## src/design/plle_pkg.sv

```systemverilog
package plle_pkg;

	// Pool geometry
	localparam int POOL_NODES = 16;
	localparam int AW         = $clog2(POOL_NODES);
	localparam int IW         = $clog2(POOL_NODES + 1);
	localparam int WORD_W     = 32;
	localparam int POS_W      = 4;

	localparam logic [IW-1:0]     NONE_IDX = IW'(POOL_NODES);
	localparam logic [WORD_W-1:0] CLEARED  = '1;

	typedef enum logic [1:0] {
		MODE_INSERT = 2'd0,
		MODE_DELETE = 2'd1,
		MODE_READ   = 2'd2,
		MODE_NOP    = 2'd3
	} mode_t;

	typedef enum logic [1:0] {
		ST_OK      = 2'd0,
		ST_FULL    = 2'd1,
		ST_EMPTY   = 2'd2,
		ST_NO_SUCC = 2'd3
	} status_t;

	// Node payload as held in the data memory
	typedef struct packed {
		logic signed [WORD_W-1:0] grade;
		logic signed [WORD_W-1:0] id;
	} node_data_t;

	// Input beat payload, first field in the highest bits
	typedef struct packed {
		logic signed [WORD_W-1:0] grade;
		logic signed [WORD_W-1:0] student_id;
		logic [POS_W-1:0]         position;
		logic                     at_front;
	} in_data_t;

	// Output beat payload, first field in the highest bits
	typedef struct packed {
		logic [IW-1:0]            free_head;
		logic [IW-1:0]            list_head;
		logic [IW-1:0]            node_link;
		logic signed [WORD_W-1:0] node_grade;
		logic signed [WORD_W-1:0] node_id;
		logic [IW-1:0]            node_index;
	} out_data_t;

	localparam int IN_BITS   = $bits(in_data_t);
	localparam int IN_TDATA  = ((IN_BITS + 7) / 8) * 8;
	localparam int OUT_BITS  = $bits(out_data_t);
	localparam int OUT_TDATA = ((OUT_BITS + 7) / 8) * 8;

	// Link value of an entry that was never written
	function automatic logic [IW-1:0] link_reset(input logic [AW-1:0] a);
		logic [IW-1:0] nxt;
		nxt = IW'(a) + IW'(1);
		return (a == AW'(POOL_NODES - 1)) ? NONE_IDX : nxt;
	endfunction

endpackage

```

## src/design/plle_ram.sv

```systemverilog
module plle_ram #(
	parameter int WIDTH = 8,
	parameter int DEPTH = 16
) (
	input  logic                     clk,
	input  logic                     we,
	input  logic [$clog2(DEPTH)-1:0] waddr,
	input  logic [WIDTH-1:0]         wdata,
	input  logic [$clog2(DEPTH)-1:0] raddr,
	output logic [WIDTH-1:0]         rdata
);

	logic [WIDTH-1:0] mem_q [DEPTH];

	// Write one entry, read one entry with registered data (old value on collision)
	always_ff @(posedge clk) begin
		if (we) begin
			mem_q[waddr] <= wdata;
		end
		rdata <= mem_q[raddr];
	end

endmodule

```

## src/design/pool_linked_list_engine.sv

```systemverilog
// Sequence: an error or no-op goes from S_IDLE to S_DONE; front insert, front delete and read
//   pass S_R1; insert or delete after a given node passes S_R1, S_R2 and S_W (a delete with no
//   successor stops after S_R1). The result beat is registered from S_DONE. One item at a time;
//   the single read and single write port of the link memory set the step count of each operation.
// Reset: list empty, free list 0..POOL_NODES-1 in order; per-entry valid bits clear at
//   once so untouched entries read as id/grade -1 and link i+1. No clearing pass.
module pool_linked_list_engine (
	input  logic                            clk,
	input  logic                            arst_n,
	input  logic                            s_tvalid,
	output logic                            s_tready,
	// at_front, position, student_id, grade (low to high), zero pad
	input  logic [plle_pkg::IN_TDATA-1:0]   s_tdata,
	// mode
	input  logic [1:0]                      s_tuser,
	output logic                            m_tvalid,
	input  logic                            m_tready,
	// node_index, node_id, node_grade, node_link, list_head, free_head (low to high), pad
	output logic [plle_pkg::OUT_TDATA-1:0]  m_tdata,
	// status
	output logic [1:0]                      m_tuser
);

	localparam int AW = plle_pkg::AW;
	localparam int IW = plle_pkg::IW;

	typedef enum logic [4:0] {
		S_IDLE = 5'b00001,
		S_R1   = 5'b00010,
		S_R2   = 5'b00100,
		S_W    = 5'b01000,
		S_DONE = 5'b10000
	} state_t;

	typedef struct packed {
		plle_pkg::status_t  status;
		logic [IW-1:0]      index;
		plle_pkg::node_data_t data;
		logic [IW-1:0]      link;
	} res_t;

	function automatic res_t res_err(input plle_pkg::status_t st);
		res_t r;
		r.status     = st;
		r.index      = plle_pkg::NONE_IDX;
		r.data.id    = '0;
		r.data.grade = '0;
		r.link       = plle_pkg::NONE_IDX;
		return r;
	endfunction

	state_t                state_q, state_d;
	logic [IW-1:0]         head_q, head_d, free_q, free_d;
	logic [IW-1:0]         nf_q, nf_d;
	logic [AW-1:0]         node_q, node_d;
	plle_pkg::mode_t       mode_q;
	logic                  front_q;
	logic [AW-1:0]         pos_q;
	plle_pkg::node_data_t  ins_q;
	res_t                  res_q, res_d;
	logic [plle_pkg::POOL_NODES-1:0] link_vld_q, data_vld_q;
	logic                  lvld_s1, dvld_s1;
	logic [AW-1:0]         raddr_s1;
	logic                  out_vld_q;

	plle_pkg::in_data_t    in_d;
	plle_pkg::mode_t       in_mode;
	logic [AW-1:0]         in_pos;
	logic                  in_pos_ok;
	logic                  accept;

	logic [AW-1:0]         raddr;
	logic                  link_we, data_we;
	logic [AW-1:0]         link_waddr, data_waddr;
	logic [IW-1:0]         link_wdata, link_rdata, rd_link;
	plle_pkg::node_data_t  data_wdata, data_rdata, rd_data, cleared_data;
	plle_pkg::out_data_t   out_d;

	// Unpack the input beat
	assign in_d      = plle_pkg::in_data_t'(s_tdata[plle_pkg::IN_BITS-1:0]);
	assign in_mode   = plle_pkg::mode_t'(s_tuser);
	assign in_pos    = AW'(in_d.position);
	assign in_pos_ok = (IW'(in_d.position) < plle_pkg::NONE_IDX);
	assign s_tready  = (state_q == S_IDLE);
	assign accept    = s_tvalid && s_tready;

	assign cleared_data.id    = plle_pkg::CLEARED;
	assign cleared_data.grade = plle_pkg::CLEARED;

	// Substitute reset values for entries never written
	assign rd_link = lvld_s1 ? link_rdata : plle_pkg::link_reset(raddr_s1);
	assign rd_data = dvld_s1 ? data_rdata : cleared_data;

	plle_ram #(.WIDTH(IW), .DEPTH(plle_pkg::POOL_NODES)) u_link_ram (
		.clk   (clk),
		.we    (link_we),
		.waddr (link_waddr),
		.wdata (link_wdata),
		.raddr (raddr),
		.rdata (link_rdata)
	);

	plle_ram #(.WIDTH($bits(plle_pkg::node_data_t)), .DEPTH(plle_pkg::POOL_NODES)) u_data_ram (
		.clk   (clk),
		.we    (data_we),
		.waddr (data_waddr),
		.wdata (data_wdata),
		.raddr (raddr),
		.rdata (data_rdata)
	);

	// Sequencer: read, modify, write back
	always_comb begin
		state_d    = state_q;
		head_d     = head_q;
		free_d     = free_q;
		nf_d       = nf_q;
		node_d     = node_q;
		res_d      = res_q;
		raddr      = node_q;
		link_we    = 1'b0;
		link_waddr = node_q;
		link_wdata = head_q;
		data_we    = 1'b0;
		data_waddr = node_q;
		data_wdata = ins_q;
		case (state_q)
			S_IDLE: begin
				if (s_tvalid) begin
					state_d = S_R1;
					case (in_mode)
						plle_pkg::MODE_INSERT: begin
							raddr  = free_q[AW-1:0];
							node_d = free_q[AW-1:0];
							if (free_q == plle_pkg::NONE_IDX) begin
								res_d   = res_err(plle_pkg::ST_FULL);
								state_d = S_DONE;
							end else if (!in_d.at_front && !in_pos_ok) begin
								res_d   = res_err(plle_pkg::ST_NO_SUCC);
								state_d = S_DONE;
							end
						end
						plle_pkg::MODE_DELETE: begin
							raddr  = in_d.at_front ? head_q[AW-1:0] : in_pos;
							node_d = head_q[AW-1:0];
							if (head_q == plle_pkg::NONE_IDX) begin
								res_d   = res_err(plle_pkg::ST_EMPTY);
								state_d = S_DONE;
							end else if (!in_d.at_front && !in_pos_ok) begin
								res_d   = res_err(plle_pkg::ST_NO_SUCC);
								state_d = S_DONE;
							end
						end
						plle_pkg::MODE_READ: begin
							raddr = in_pos;
							if (!in_pos_ok) begin
								res_d   = res_err(plle_pkg::ST_NO_SUCC);
								state_d = S_DONE;
							end
						end
						default: begin
							res_d   = res_err(plle_pkg::ST_OK);
							state_d = S_DONE;
						end
					endcase
				end
			end
			S_R1: begin
				state_d = S_DONE;
				case (mode_q)
					plle_pkg::MODE_INSERT: begin
						nf_d = rd_link;
						res_d.status = plle_pkg::ST_OK;
						res_d.index  = IW'(node_q);
						res_d.data   = ins_q;
						if (front_q) begin
							link_we    = 1'b1;
							link_wdata = head_q;
							data_we    = 1'b1;
							head_d     = IW'(node_q);
							free_d     = rd_link;
							res_d.link = head_q;
						end else begin
							raddr   = pos_q;
							state_d = S_R2;
						end
					end
					plle_pkg::MODE_DELETE: begin
						if (front_q) begin
							link_we      = 1'b1;
							link_wdata   = free_q;
							data_we      = 1'b1;
							data_wdata   = cleared_data;
							head_d       = rd_link;
							free_d       = IW'(node_q);
							res_d.status = plle_pkg::ST_OK;
							res_d.index  = IW'(node_q);
							res_d.data   = rd_data;
							res_d.link   = free_q;
						end else if (rd_link == plle_pkg::NONE_IDX) begin
							res_d = res_err(plle_pkg::ST_NO_SUCC);
						end else begin
							node_d  = rd_link[AW-1:0];
							raddr   = rd_link[AW-1:0];
							state_d = S_R2;
						end
					end
					plle_pkg::MODE_READ: begin
						res_d.status = plle_pkg::ST_OK;
						res_d.index  = IW'(pos_q);
						res_d.data   = rd_data;
						res_d.link   = rd_link;
					end
					default: begin
						res_d = res_err(plle_pkg::ST_OK);
					end
				endcase
			end
			S_R2: begin
				state_d = S_W;
				case (mode_q)
					plle_pkg::MODE_INSERT: begin
						// New node takes the predecessor's old successor
						link_we    = 1'b1;
						link_wdata = rd_link;
						data_we    = 1'b1;
						res_d.link = (pos_q == node_q) ? IW'(node_q) : rd_link;
					end
					plle_pkg::MODE_DELETE: begin
						// Bypass the removed node and clear its payload
						link_we      = 1'b1;
						link_waddr   = pos_q;
						link_wdata   = rd_link;
						data_we      = 1'b1;
						data_wdata   = cleared_data;
						res_d.status = plle_pkg::ST_OK;
						res_d.index  = IW'(node_q);
						res_d.data   = rd_data;
						res_d.link   = free_q;
					end
					default: begin
						state_d = S_DONE;
					end
				endcase
			end
			S_W: begin
				state_d = S_DONE;
				case (mode_q)
					plle_pkg::MODE_INSERT: begin
						link_we    = 1'b1;
						link_waddr = pos_q;
						link_wdata = IW'(node_q);
						free_d     = nf_q;
					end
					plle_pkg::MODE_DELETE: begin
						link_we    = 1'b1;
						link_wdata = free_q;
						free_d     = IW'(node_q);
					end
					default: begin
						state_d = S_DONE;
					end
				endcase
			end
			S_DONE: begin
				if (!out_vld_q || m_tready) begin
					state_d = S_IDLE;
				end
			end
			default: begin
				state_d = S_IDLE;
			end
		endcase
	end

	// Control state
	always_ff @(posedge clk or negedge arst_n) begin
		if (!arst_n) begin
			state_q    <= S_IDLE;
			head_q     <= plle_pkg::NONE_IDX;
			free_q     <= '0;
			link_vld_q <= '0;
			data_vld_q <= '0;
			out_vld_q  <= 1'b0;
		end else begin
			state_q <= state_d;
			head_q  <= head_d;
			free_q  <= free_d;
			if (link_we) begin
				link_vld_q[link_waddr] <= 1'b1;
			end
			if (data_we) begin
				data_vld_q[data_waddr] <= 1'b1;
			end
			if (state_q == S_DONE && (!out_vld_q || m_tready)) begin
				out_vld_q <= 1'b1;
			end else if (m_tready) begin
				out_vld_q <= 1'b0;
			end
		end
	end

	// Output beat fields
	assign out_d.node_index = res_q.index;
	assign out_d.node_id    = res_q.data.id;
	assign out_d.node_grade = res_q.data.grade;
	assign out_d.node_link  = res_q.link;
	assign out_d.list_head  = head_q;
	assign out_d.free_head  = free_q;

	// Payload and read-side registers
	always_ff @(posedge clk) begin
		nf_q     <= nf_d;
		node_q   <= node_d;
		res_q    <= res_d;
		raddr_s1 <= raddr;
		lvld_s1  <= link_vld_q[raddr];
		dvld_s1  <= data_vld_q[raddr];
		if (accept) begin
			mode_q         <= in_mode;
			front_q        <= in_d.at_front;
			pos_q          <= in_pos;
			ins_q.id       <= in_d.student_id;
			ins_q.grade    <= in_d.grade;
		end
		if (state_q == S_DONE && (!out_vld_q || m_tready)) begin
			m_tdata <= plle_pkg::OUT_TDATA'(out_d);
			m_tuser <= res_q.status;
		end
	end

	assign m_tvalid = out_vld_q;

endmodule

```

## config.mk

```make
export PLATFORM = sky130hd
export DESIGN_NAME = pool_linked_list_engine
export DESIGN_NICKNAME = d
export VERILOG_FILES = /design/src/design/plle_pkg.sv /design/src/design/plle_ram.sv /design/src/design/pool_linked_list_engine.sv
export SDC_FILE = /design/constraint.sdc
export NUM_CORES = 2
export LEC_CHECK = 0
export BUFFER_PORTS_ARGS = -buffer_cell sky130_fd_sc_hd__buf_2
export CAP_MARGIN = 20
export CELL_PAD_IN_SITES_DETAIL_PLACEMENT = 1
export CELL_PAD_IN_SITES_GLOBAL_PLACEMENT = 2
export CORE_ASPECT_RATIO = 1.4
export CORE_MARGIN = 3
export CORE_UTILIZATION = 41
export CTS_CLUSTER_DIAMETER = 60
export DETAILED_ROUTE_END_ITERATION = 7
export PLACE_DENSITY = 0.8
export SYNTH_ARGS = -nofsm -noshare
export SYNTH_HDL_FRONTEND = slang
export SYNTH_SLANG_ARGS = --single-unit
```

## constraint.sdc

```tcl
create_clock -name clk -period 7.25 [get_ports clk]
set_input_delay 0.725 -clock clk [delete_from_list [all_inputs] [get_ports clk]]
set_output_delay 0.725 -clock clk [all_outputs]
set_load 0.01 [all_outputs]
```

==> run_results.csv <==
group,metric,value,unit
timing,period_share,73.10,%
floorplan,placementRows,162,
detailed_routing,routed_via_density,5.971,
logic_synthesis,synthArstFlopShare,3.268,%
cts,cts_setup_buffers,0,
setup_path,r2r_start,"front_q",
timing,finalMaxSlewViolations,0,
cts,path_clk_slew,0.06,ns
floorplan,die-area,146400,µm²
placement,dp.cells,5686,
cts,cts_tree,"built",
setup_path,cp-startpoint,"front_q",
timing,final.min_clock_period,5.300,ns
logic_synthesis,avgSynthCellArea,15.02,µm²
finish,layout.nets,4033,
flow_run,drv_cap,0,
logic_synthesis,seq_area_frac_synth,74.21,%
floorplan,ios,170,
cts,htree_levels,4,
logic_synthesis,ys_seq_elements,1469,
setup_path,crit_buf_inv,3,
timing,clock_skew,0.02700,ns
finish,antennaDiodeCount,0,
setup_path,critical_path_class,"flop to flop",
timing,worst_pin_slew,1.159,ns
floorplan,die_w,324.2,µm
floorplan,core-area,140100,µm²
run_status,status,"finished clean",
setup_path,cp.required,7.65,ns
placement,io_buffers,162,
logic_synthesis,synth_ff_type,"edfxtp_1",
logic_synthesis,synth_cell_type_count,75,
global_routing,grt_pass1_vias,36670,
finish,drive_gt1_share,16.66,%
finish,area_growth,13.28,%
logic_synthesis,synthCells,3868,
global_routing,grt_first_pass_wirelength,247500,µm
timing,setup_tns,0,ns
logic_synthesis,yosysWarnings,0,
finish,layout_common_cells,"1,346 x edfxtp_1, 606 x nand2_1, 282 x a311oi_1",
placement,placedInstanceArea,60830,µm²
timing,max_freq,188.7,MHz
pwr,p_per_area,435.2,nW/µm²
global_routing,grt_max_degree,201,
setup_path,worstSetupPathDepth,8,
finish,design_area,65830,µm²
timing,final-setup-viol-count,0,
detailed_routing,ant_nets,0,
logic_synthesis,syn_area,58110,µm²
detailed_routing,post-route-drc-count,0,
finish,final_common_cell,"edfxtp_1",
setup_path,cpMostUsedCell,"buf_4",
finish,fin_util,47.00,%
detailed_routing,vias,35630,
pwr,ir_drop,0.5582,mV
detailed_routing,drt_first_pass_iters,6,
cts,clock_tree.buffer_depth,3,
setup_path,crit_arrival,5.70,ns
min_path,hp-class,"primary input to asynchronous set/reset pin",
global_routing,overflow,0,
finish,fin_cells,5968,
cts,clock_latency,0.79,ns
placement,gp_congestion,0.8160,
timing,hold_viol,0,
cts,clock_sinks,1469,
timing,rsz0062_at_grt,"false",
pwr,p_leak,22.25,nW
setup_path,crit_slowest_cell,"edfxtp_1",
floorplan,start_util,41.49,%
cts,holdBufCountCts,0,
setup_path,cp-end-kind,"flop",
setup_path,max_stage_delay,0.75,ns
logic_synthesis,synth-edff-count,1346,
detailed_routing,wirelength,168800,µm
pwr,p_total,28.65,mW
setup_path,startpoint_type,"flop",
cts,cts-root-buf,"clkbuf_16",
timing,timing.slew.headroom,22.73,%
cts,cts_resized,0,
placement,dpl.hpwl,87220,µm
global_routing,antenna_found_initial,7,
setup_path,cp_max_fo,25,
setup_path,crit_family,"simple AND/OR/NAND/NOR gates",
setup_path,crit_path_cell_trace,"clkinv_1 > nor2_1 > nand2_1 > o21ai_0 > nand3_1 > nor3_2 > buf_4 > buf_4",
global_routing,grtUsageTotal,22.74,%
floorplan,die_y,451.5,µm
detailed_routing,first_iter_violations,3758,
detailed_routing,avgRoutedWirePerCell,28.29,µm
cts,numCtsBuffers,151,
setup_path,rr_worst_depth,8,
[state kept, by name, summed over array words and instances (netlist names), 2 cells and up]
register / count
out_d: 74
m_tdata: 84
res_q: 2
raddr_s1: 4
ins_q: 64
free_q: 5
u_link_ram.rdata: 5
u_data_ram.mem_q: 1024
u_link_ram.mem_q: 80
state_q: 5
link_vld_q: 16
m_tuser: 2
nf_q: 5
data_waddr: 4
data_vld_q: 16
mode_q: 2
u_data_ram.rdata: 64
pos_q: 4
head_q: 5
[cells in the mapped netlist (all sizes together), types with 3 or more instances]
cell     number  area share, %
dfxtp        75            2.6
o21ai        36           0.31
or2          17           0.18
inv          21           0.14
xnor2         5          0.075
nor2b         8          0.090
or4          72           0.93
mux2i        11           0.21
o22ai         8          0.086
nand2       612            4.0
o31ai         4          0.052
a221oi        3          0.045
nor3         12           0.13
a211oi      287            4.5
nor2         74           0.48
a21oi        39           0.34
o21bai       18           0.23
a311oi      282            4.3
a21o          3          0.039
buf         106            1.2
nand2b      132            1.4
and3        293            3.7
edfxtp     1346             70
or3           3          0.032
o211ai       10           0.13
mux2          3          0.058
dfrtp        46            2.0
a22o         65           0.98
o221ai        5          0.086
a31oi        15           0.16
clkbuf      204            1.3
nand3         9          0.078
a2111oi       5          0.075
[cells by family after synthesis]
logic type               after synthesis  synth area share (%)
flip-flops                          1469                 74.20
AND/OR/NAND/NOR                     1247                 11.18
AO/OA/AOI/OAI                        798                 11.54
buffers and inverters                333                 2.696
multiplexers                          14                0.2691
XOR/XNOR                               5               0.07535
adder cells (fa/ha/maj)                1               0.02153
other                                  1              0.006453
[routing by layer]
metal  wire [µm]  share of wire (%)  vias up  GRT usage (%)
met5           0                  0        -              0
met4        4421                2.6        0          6.540
met3        9921                5.9      264          3.126
met2       83850                 50     1233          38.54
met1       70640                 42    18820          30.62
li1            -                  -    15310              -
[power by group]
part	leakage (nW)	switching (mW)	internal, mW	total, mW
Clock	2.43	3.31	4.50	7.80
Sequential	13.4	0.446	10.3	10.8
Combinational	6.41	7.08	2.99	10.1
[layout make-up]
class	count	area, µm²
fillers	13530	74230
flip-flops and latches	1469	43130
multi-input cells	2069	13660
clock buffers	207	4257
well taps	1886	2360
repair buffers	240	1617
clock inverters	74	716.9
inverters	23	93.84
[stage by stage]
stage / hold WS, ns / setup slack (ns)
finish: 0.06842 / 1.950
global route: 0.07276 / 1.724
CTS: 0.03690 / 2.063
detailed placement: 0.4055 / 1.774
global placement: 0.4044 / 1.845
floorplan: 0.4003 / 0.2227
[final timing paths]
check | endpoint | slack [ns]
worst min register to register | m_tdata[16] | 0.40
min in group clk | ins_q[36] | 0.12
worst max-delay path | u_data_ram.mem_q[1][54] | 1.95
worst min-delay path | state_q[3] | 0.07
max in group asynchronous | data_vld_q[7] | 6.69
worst max register to register | u_data_ram.mem_q[1][54] | 1.95
No activity file was read; power rests on OpenSTA's default activity.
